==> src/rtl/modular_exponentiation_macros.svh <==
// Assertion macros for the modular exponentiation block.
// Included by the top level; depends on nothing else.
`ifndef MODULAR_EXPONENTIATION_MACROS_SVH
`define MODULAR_EXPONENTIATION_MACROS_SVH

// Same-cycle implication, checked outside reset.
`define MODEXP_ASSERT_NOW(lbl, clk, rst_n, ante, cons, msg) \
    lbl: assert property (@(posedge clk) disable iff (!(rst_n)) (ante) |-> (cons)) \
        else $error(msg);

// Next-cycle implication, checked outside reset.
`define MODEXP_ASSERT_NEXT(lbl, clk, rst_n, ante, cons, msg) \
    lbl: assert property (@(posedge clk) disable iff (!(rst_n)) (ante) |=> (cons)) \
        else $error(msg);

`endif

==> src/rtl/modexp_pkg.sv <==
// Package for the modular exponentiation block: widths, constants and the
// controller/datapath command and status types. Depends on nothing.
`timescale 1ns / 1ps

package modexp_pkg;

    localparam int MOD_W      = 31;
    localparam int VAL_W      = 63;
    localparam int DIV_W      = 64;
    localparam int RED_BITS   = 4;
    localparam int STEPS      = DIV_W / RED_BITS;
    localparam int CNT_W      = $clog2(STEPS);
    localparam int PROD_W     = 2 * MOD_W;
    localparam int ADDR_W     = 3;
    localparam int IN_DATA_W  = 128;
    localparam int OUT_DATA_W = 32;
    localparam int APB_W      = 32;

    localparam logic [MOD_W-1:0] MODULUS_RESET = MOD_W'(1000000007);

    localparam logic REG_MODULUS = 1'b0;

    typedef enum logic [2:0] {
        ST_IDLE,
        ST_RED_BASE,
        ST_BIT,
        ST_MUL_ACC,
        ST_RED_ACC,
        ST_MUL_SQ,
        ST_RED_SQ,
        ST_FINISH
    } t_state;

    typedef struct packed {
        logic load;
        logic mul;
        logic sel_acc;
        logic step;
        logic wr_acc;
        logic wr_sq;
        logic shift_e;
        logic out_load;
    } t_cmd;

    typedef struct packed {
        logic last;
        logic e_zero;
        logic e_lsb;
    } t_status;

endpackage

==> src/rtl/modexp_dp.sv <==
// Datapath of the modular exponentiation block: operand registers, the
// 31x31 multiplier and the shared radix-16 restoring reduction unit.
// Depends on modexp_pkg.
`timescale 1ns / 1ps

module modexp_dp import modexp_pkg::*; (
    input  logic             i_clk,
    input  t_cmd             i_cmd,
    input  logic [VAL_W-1:0] i_base,
    input  logic [VAL_W-1:0] i_exponent,
    input  logic [MOD_W-1:0] i_modulus,
    output t_status          o_status,
    output logic [MOD_W-1:0] o_result
);

    logic [MOD_W-1:0]  r_m;
    logic [VAL_W-1:0]  r_e;
    logic [MOD_W-1:0]  r_acc;
    logic [MOD_W-1:0]  r_sq;
    logic [DIV_W-1:0]  r_div;
    logic [MOD_W-1:0]  r_rem;
    logic [CNT_W-1:0]  r_cnt;
    logic [MOD_W-1:0]  r_out;

    logic [MOD_W-1:0]  n_rem;
    logic [DIV_W-1:0]  n_div;
    logic [MOD_W:0]    w_trial;
    logic [MOD_W-1:0]  w_mul_a;
    logic [PROD_W-1:0] w_prod;

    // Shift four dividend bits into the partial remainder, one conditional
    // subtract of the modulus per bit.
    always_comb begin
        n_rem   = r_rem;
        n_div   = r_div;
        w_trial = '0;
        for (int i = 0; i < RED_BITS; i++) begin
            w_trial = {n_rem, n_div[DIV_W-1]};
            n_div   = {n_div[DIV_W-2:0], 1'b0};
            if (w_trial >= {1'b0, r_m}) begin
                w_trial = w_trial - {1'b0, r_m};
            end
            n_rem = w_trial[MOD_W-1:0];
        end
    end

    assign w_mul_a = i_cmd.sel_acc ? r_acc : r_sq;
    assign w_prod  = w_mul_a * r_sq;

    always_ff @(posedge i_clk) begin
        if (i_cmd.load) begin
            r_div <= {1'b0, i_base};
            r_e   <= i_exponent;
            r_m   <= (i_modulus == '0) ? MOD_W'(1) : i_modulus;
            r_acc <= MOD_W'(1);
            r_rem <= '0;
            r_cnt <= '0;
        end else if (i_cmd.mul) begin
            r_div <= {{(DIV_W-PROD_W){1'b0}}, w_prod};
            r_rem <= '0;
            r_cnt <= '0;
        end else if (i_cmd.step) begin
            r_div <= n_div;
            r_rem <= n_rem;
            r_cnt <= r_cnt + CNT_W'(1);
        end
        if (i_cmd.wr_acc) begin
            r_acc <= n_rem;
        end
        if (i_cmd.wr_sq) begin
            r_sq <= n_rem;
        end
        if (i_cmd.shift_e) begin
            r_e <= r_e >> 1;
        end
        if (i_cmd.out_load) begin
            r_out <= r_acc;
        end
    end

    assign o_status.last   = (r_cnt == CNT_W'(STEPS - 1));
    assign o_status.e_zero = (r_e == '0);
    assign o_status.e_lsb  = r_e[0];
    assign o_result        = r_out;

endmodule

==> src/rtl/modexp_ctrl.sv <==
// Controller of the modular exponentiation block: sequences base reduction
// and the square-and-multiply loop, and owns the stream handshakes.
// Depends on modexp_pkg.
`timescale 1ns / 1ps

module modexp_ctrl import modexp_pkg::*; (
    input  logic    i_clk,
    input  logic    i_rst_n,
    input  logic    i_in_valid,
    input  logic    i_out_ready,
    input  t_status i_status,
    output t_cmd    o_cmd,
    output logic    o_in_ready,
    output logic    o_out_valid
);

    t_state r_state;
    t_state n_state;
    logic   r_out_valid;

    always_ff @(posedge i_clk) begin
        if (!i_rst_n) begin
            r_state     <= ST_IDLE;
            r_out_valid <= 1'b0;
        end else begin
            r_state <= n_state;
            if (o_cmd.out_load) begin
                r_out_valid <= 1'b1;
            end else if (i_out_ready) begin
                r_out_valid <= 1'b0;
            end
        end
    end

    always_comb begin
        n_state = r_state;
        o_cmd   = '0;
        unique case (r_state)
            ST_IDLE: begin
                if (i_in_valid) begin
                    o_cmd.load = 1'b1;
                    n_state    = ST_RED_BASE;
                end
            end
            ST_RED_BASE: begin
                o_cmd.step = 1'b1;
                if (i_status.last) begin
                    o_cmd.wr_sq = 1'b1;
                    n_state     = ST_BIT;
                end
            end
            ST_BIT: begin
                if (i_status.e_zero) begin
                    n_state = ST_FINISH;
                end else if (i_status.e_lsb) begin
                    n_state = ST_MUL_ACC;
                end else begin
                    n_state = ST_MUL_SQ;
                end
            end
            ST_MUL_ACC: begin
                o_cmd.mul     = 1'b1;
                o_cmd.sel_acc = 1'b1;
                n_state       = ST_RED_ACC;
            end
            ST_RED_ACC: begin
                o_cmd.step = 1'b1;
                if (i_status.last) begin
                    o_cmd.wr_acc = 1'b1;
                    n_state      = ST_MUL_SQ;
                end
            end
            ST_MUL_SQ: begin
                o_cmd.mul = 1'b1;
                n_state   = ST_RED_SQ;
            end
            ST_RED_SQ: begin
                o_cmd.step = 1'b1;
                if (i_status.last) begin
                    o_cmd.wr_sq   = 1'b1;
                    o_cmd.shift_e = 1'b1;
                    n_state       = ST_BIT;
                end
            end
            ST_FINISH: begin
                if (!r_out_valid || i_out_ready) begin
                    o_cmd.out_load = 1'b1;
                    n_state        = ST_IDLE;
                end
            end
            default: begin
                n_state = ST_IDLE;
            end
        endcase
    end

    assign o_in_ready  = (r_state == ST_IDLE);
    assign o_out_valid = r_out_valid;

endmodule

==> src/rtl/modular_exponentiation.sv <==
// One item at a time: the next input transfer is taken only once the last item has passed
// through base reduction and the square-and-multiply loop and its result has been loaded
// into the result register; the shared reduction unit works four bits a cycle. The result
// register lets a new input transfer start while the last result waits.
// Synchronous active-low reset idles the block, drops m_tvalid and sets modulus to 1000000007.
`timescale 1ns / 1ps
`include "modular_exponentiation_macros.svh"

module modular_exponentiation import modexp_pkg::*; (
    input  logic                  i_clk,
    input  logic                  i_rst_n,
    input  logic                  s_tvalid,
    output logic                  s_tready,
    input  logic [IN_DATA_W-1:0]  s_tdata,   // base_value[62:0], exponent[125:63], zero pad
    output logic                  m_tvalid,
    input  logic                  m_tready,
    output logic [OUT_DATA_W-1:0] m_tdata,   // power_result[30:0], zero pad
    input  logic                  psel,
    input  logic                  penable,
    input  logic                  pwrite,
    input  logic [ADDR_W-1:0]     paddr,
    input  logic [APB_W-1:0]      pwdata,
    output logic [APB_W-1:0]      prdata,
    output logic                  pready
);

    logic [MOD_W-1:0] r_modulus;
    logic             w_reg_idx;
    logic             w_in_xfer;
    t_cmd             w_cmd;
    t_status          w_status;
    logic [MOD_W-1:0] w_result;

    assign pready    = 1'b1;
    assign w_reg_idx = paddr[ADDR_W-1];
    assign w_in_xfer = s_tvalid && s_tready;

    always_ff @(posedge i_clk) begin
        if (!i_rst_n) begin
            r_modulus <= MODULUS_RESET;
        end else if (psel && penable && pwrite && pready && (w_reg_idx == REG_MODULUS)) begin
            r_modulus <= pwdata[MOD_W-1:0];
        end
    end

    always_comb begin
        unique case (w_reg_idx)
            REG_MODULUS: prdata = {{(APB_W-MOD_W){1'b0}}, r_modulus};
            default:     prdata = '0;
        endcase
    end

    modexp_ctrl u_ctrl (
        .i_clk       (i_clk),
        .i_rst_n     (i_rst_n),
        .i_in_valid  (s_tvalid),
        .i_out_ready (m_tready),
        .i_status    (w_status),
        .o_cmd       (w_cmd),
        .o_in_ready  (s_tready),
        .o_out_valid (m_tvalid)
    );

    modexp_dp u_dp (
        .i_clk      (i_clk),
        .i_cmd      (w_cmd),
        .i_base     (s_tdata[VAL_W-1:0]),
        .i_exponent (s_tdata[2*VAL_W-1:VAL_W]),
        .i_modulus  (r_modulus),
        .o_status   (w_status),
        .o_result   (w_result)
    );

    assign m_tdata = {{(OUT_DATA_W-MOD_W){1'b0}}, w_result};

    `MODEXP_ASSERT_NEXT(a_busy, i_clk, i_rst_n, w_in_xfer, !s_tready, "transfer while busy")
    `MODEXP_ASSERT_NOW(a_rise, i_clk, i_rst_n, $rose(m_tvalid), !$past(s_tready), "stray result")
    `MODEXP_ASSERT_NEXT(a_fast, i_clk, i_rst_n, w_in_xfer && !m_tvalid, !m_tvalid, "fast result")

endmodule

==> config.mk <==
export PLATFORM = sky130hd
export DESIGN_NAME = modular_exponentiation
export DESIGN_NICKNAME = d
export VERILOG_FILES = /design/src/rtl/modexp_pkg.sv /design/src/rtl/modexp_dp.sv /design/src/rtl/modexp_ctrl.sv /design/src/rtl/modular_exponentiation.sv
export VERILOG_INCLUDE_DIRS = /design/src /design/src/rtl
export SDC_FILE = /design/constraint.sdc
export NUM_CORES = 2
export LEC_CHECK = 0
export ABC_AREA = 1
export BUFFER_PORTS_ARGS = -buffer_cell sky130_fd_sc_hd__buf_2
export CELL_PAD_IN_SITES_DETAIL_PLACEMENT = 1
export CELL_PAD_IN_SITES_GLOBAL_PLACEMENT = 2
export CORE_MARGIN = 2
export CORE_UTILIZATION = 30
export CTS_BUF_LIST = sky130_fd_sc_hd__clkbuf_8
export DETAILED_ROUTE_END_ITERATION = 8
export PLACE_DENSITY_LB_ADDON = 0.2
export SETUP_SLACK_MARGIN = 0.3
export SYNTH_ARGS = -nofsm -noshare
export SYNTH_HDL_FRONTEND = slang
export SYNTH_SLANG_ARGS = --single-unit
==> constraint.sdc <==
create_clock -name i_clk -period 10.7 [get_ports i_clk]
set_input_delay 2.675 -clock i_clk [delete_from_list [all_inputs] [get_ports i_clk]]
set_output_delay 2.675 -clock i_clk [all_outputs]
set_load 0.005 [all_outputs]
==> reports/summary.log <==
INFO  status         status=complete, no violations
INFO  finish         stdcell_area=61500squm
INFO  floorplanning  core_area=176000squm
INFO  grt            globalRouteOverflowTotal=0
INFO  logic_synthesis synth-seq-cells=321
INFO  clock_network  cts_hold_repair.buffers=0
INFO  clock_network  cts_buffer_depth=3
INFO  clock_network  clock_insertion_delay_worst_skew=770ps
INFO  clock_network  worst_setup_hold_path_clk_slew=70ps
INFO  critical_path  critical-path-top-cell-by-count=sky130_fd_sc_hd__fa_1
INFO  placement      place.detailed.hpwl=201mm
INFO  grt            pin_count_of_the_biggest_net_entering_global_routing=65
INFO  job            maxCapViolCount=0
INFO  logic_synthesis edff_count_synth=249
INFO  critical_path  critical-path-slowest-cell=sky130_fd_sc_hd__clkinvlp_4
INFO  finish         syn_to_final_growth=15.1%
INFO  placement      detailed_place.area=60200squm
INFO  drt            final_antenna_net_count=0
INFO  sta            finalClockSkew=59.8ps
INFO  drt            drt_first_pass_iters=5
INFO  clock_network  tritoncts.num_buffers=57
INFO  critical_path  crit_required=11200ps
INFO  critical_path  critPathKind=reg2reg
INFO  grt            grt_pass1_wl=352mm
INFO  critical_path  rrSetupSlack=760ps
INFO  critical_path  startpoint=u_ctrl.r_state[0]
INFO  logic_synthesis synth_ff_type=sky130_fd_sc_hd__edfxtp_1
INFO  logic_synthesis yosys.cell_types.count=59
INFO  logic_synthesis synthCells=6861
INFO  logic_synthesis ys_warn_count=0
INFO  critical_path  critPathCaptureType=flip-flop
INFO  drt            detail_route.wirelength=237mm
INFO  logic_synthesis postSynthAreaPerCell=7.79squm
INFO  critical_path  worst-path-max-fanout=15
INFO  logic_synthesis synth_area_leader_cell=sky130_fd_sc_hd__fa_1
INFO  logic_synthesis async_reset_ff_share=0%
INFO  sta            finalSetupViolCount=0
INFO  critical_path  cp_capture_point=u_dp.r_div[61]
INFO  critical_path  worst_flop_to_flop_path_endpoint=u_dp.r_div[61]
INFO  clock_network  cts_root_buf=sky130_fd_sc_hd__clkbuf_8
INFO  drt            dr_total_vias=47899
INFO  critical_path  worstSetupStartpointType=flip-flop
INFO  clock_network  cts_sinks=321
INFO  drt            drc=0
INFO  finish         fraction_of_layout_instances_using_a_drive_strength_above_1=12.8%
INFO  floorplanning  die_h=426um
INFO  clock_network  cts_max_level=2
INFO  floorplanning  io-pin-count=237
INFO  sta            max_slew_headroom=13.4%
INFO  logic_synthesis synth_seq_area_share=16.7%
INFO  floorplanning  initial_utilization=30.3%
INFO  logic_synthesis syn-cell-area=53400squm
INFO  finish         nets=8763
INFO  floorplanning  num_rows=154
INFO  placement      gpl.final_weighted_congestion=0.931
INFO  critical_path  cp_slowest_stage_delay=760ps
INFO  logic_synthesis netlist.area_leader.share=31.5%
INFO  clock_network  cts_tree=done
INFO  sta            max_freq=0.101GHz
INFO  drt            avgViaCountPerCell=4.91
INFO  grt            antenna_found_initial=32
INFO  finish         commonest_non_fill_non_tap_cells_in_the_layout=1920 x sky130_fd_sc_hd__nand2_1, 1389 x sky130_fd_sc_hd__inv_1, 841 x sky130_fd_sc_hd__fa_1
INFO  drt            number_of_drc_markers_in_iteration_0=3035
INFO  critical_path  worstPathArrival=10440ps
INFO  critical_path  reg2regPathDepth=34
INFO  sta            grt_setup_unrepaired=true
INFO  sta            timing.final.hold_violations=0
INFO  sta            timing.final.crit_share=92.9%
INFO  floorplanning  die_area=181000squm
INFO  finish         layout_commonest_cell=sky130_fd_sc_hd__nand2_1
INFO  grt            grt_util_all_layers=26.4%
INFO  min_path       holdCritPathClass=reg2reg
INFO  sta            tns=0ps
INFO  sta            tightest_slew=1290ps
INFO  critical_path  worstReg2RegStart=u_ctrl.r_state[0]
INFO  placement      buffer_ports.inserted=228
INFO  floorplanning  die_w=426um
INFO  sta            fin_crit=9940ps
INFO  logic_synthesis cell_types_with_the_largest_area_share_after_synthesis=sky130_fd_sc_hd__fa_1 32%, sky130_fd_sc_hd__edfxtp_1 14%, sky130_fd_sc_hd__nand2_1 14%
INFO  grt            number_of_global_route_vias_before_repair=51891
INFO  drt            wl_per_cell=24.3um
INFO  sta            timing_max_transition_violations_final=0
==> per-stage QoR <==
| stage | worst slack [ps] | std cells | util [%] | hold WS, ps |
|---|---|---|---|---|
| after floorplan | 2430 | 6862 | - | 422 |
| after global placement | 162 | 9650 | 34.1 | 452 |
| after detailed placement | 193 | 9650 | 34.1 | 454 |
| after CTS | 473 | 9755 | 34.7 | 470 |
| after global routing | 282 | 9761 | 34.8 | 483 |
| final | 762 | 9765 | 34.8 | 472 |
==> critical path: cells and delay by family, from the launching register on <==
| kind | cells | cell delay [ps] |
|---|---|---|
| flops | 1 | 420 |
| compound gates | 5 | 1350 |
| buf+inv | 10 | 1690 |
| fa+ha+maj | 9 | 4550 |
| simple gates | 10 | 1590 |
==> worst min-delay path by stage <==
stage	depth (start not counted)	startpoint	to	slack, ps
6_report	0	r_modulus[20]	u_dp.r_m[20]	470
5_1_grt	0	r_modulus[20]	u_dp.r_m[20]	480
4_1_cts	0	r_modulus[9]	u_dp.r_m[9]	470
3_5_place_dp	0	r_modulus[20]	u_dp.r_m[20]	450
3_3_place_gp	0	r_modulus[5]	u_dp.r_m[5]	450
2_1_floorplan	2	u_dp.r_div[59]	u_dp.r_div[63]	420
==> cell usage after synthesis, types with 49 or more instances <==
cell,count
sky130_fd_sc_hd__nand2_2,49
sky130_fd_sc_hd__xor2_1,76
sky130_fd_sc_hd__edfxtp_1,249
sky130_fd_sc_hd__o21ai_0,189
sky130_fd_sc_hd__nand2_1,1925
sky130_fd_sc_hd__inv_1,1374
sky130_fd_sc_hd__nor2_1,491
sky130_fd_sc_hd__ha_1,380
sky130_fd_sc_hd__dfxtp_1,72
sky130_fd_sc_hd__nand3_1,210
sky130_fd_sc_hd__clkbuf_1,237
sky130_fd_sc_hd__a21oi_1,257
sky130_fd_sc_hd__fa_1,841
sky130_fd_sc_hd__nand4_1,65
==> final cells by class <==
| type | count | area (sq um) |
|---|---|---|
| fillers | 21729 | 115000 |
| clock buffers | 57 | 785 |
| inverters | 1406 | 5310 |
| multi-input cells | 4854 | 38200 |
| diodes | 7 | 17.5 |
| flip-flops and latches | 321 | 8920 |
| repair buffers | 732 | 5040 |
| clock inverters | 48 | 322 |
| well taps | 2340 | 2930 |
==> layer usage <==
metal | global-route usage, % | up-vias | share of wire [%]
met5 | 0 | - | 0.12
met4 | 7.53 | 48 | 3.3
met3 | 2.88 | 308 | 4.5
met2 | 43.1 | 1118 | 46
met1 | 36.8 | 24497 | 46
li1 | - | 21928 | -
==> kinds of logic (layout without fill, tap and decap cells) <==
family / Yosys count / count (layout) / share of synthesized area [%]
xor+xnor: 117 / 117 / 1.92
flops: 321 / 321 / 16.7
simple gates: 2887 / 2887 / 22.2
fa+ha+maj: 1221 / 1221 / 40.4
compound gates: 626 / 626 / 6.68
other cells: 2 / 10 / 0.0141
buf+inv: 1687 / 2243 / 12.1
==> flip-flops by register name, indices dropped and copies added (netlist names) <==
| register | count |
|---|---|
| u_dp.r_rem | 31 |
| u_dp.r_cnt | 4 |
| u_dp.r_div | 64 |
| u_dp.r_sq | 31 |
| r_modulus | 31 |
| u_ctrl.r_state | 3 |
| u_ctrl.o_out_valid | 1 |
| u_dp.r_e | 63 |
| u_dp.r_acc | 31 |
| u_dp.r_m | 31 |
| u_dp.o_result | 31 |
==> what timing repair did <==
item                                    CTS  global route
gates resized for setup                   2            25
buffers inserted                          0             3
endpoints found under the setup margin   15           113
pin swaps                                 0             0
Power is left out: the tool's default activity adds up to more than one toggle a clock period on the data nets, which glitch-free logic cannot reach.
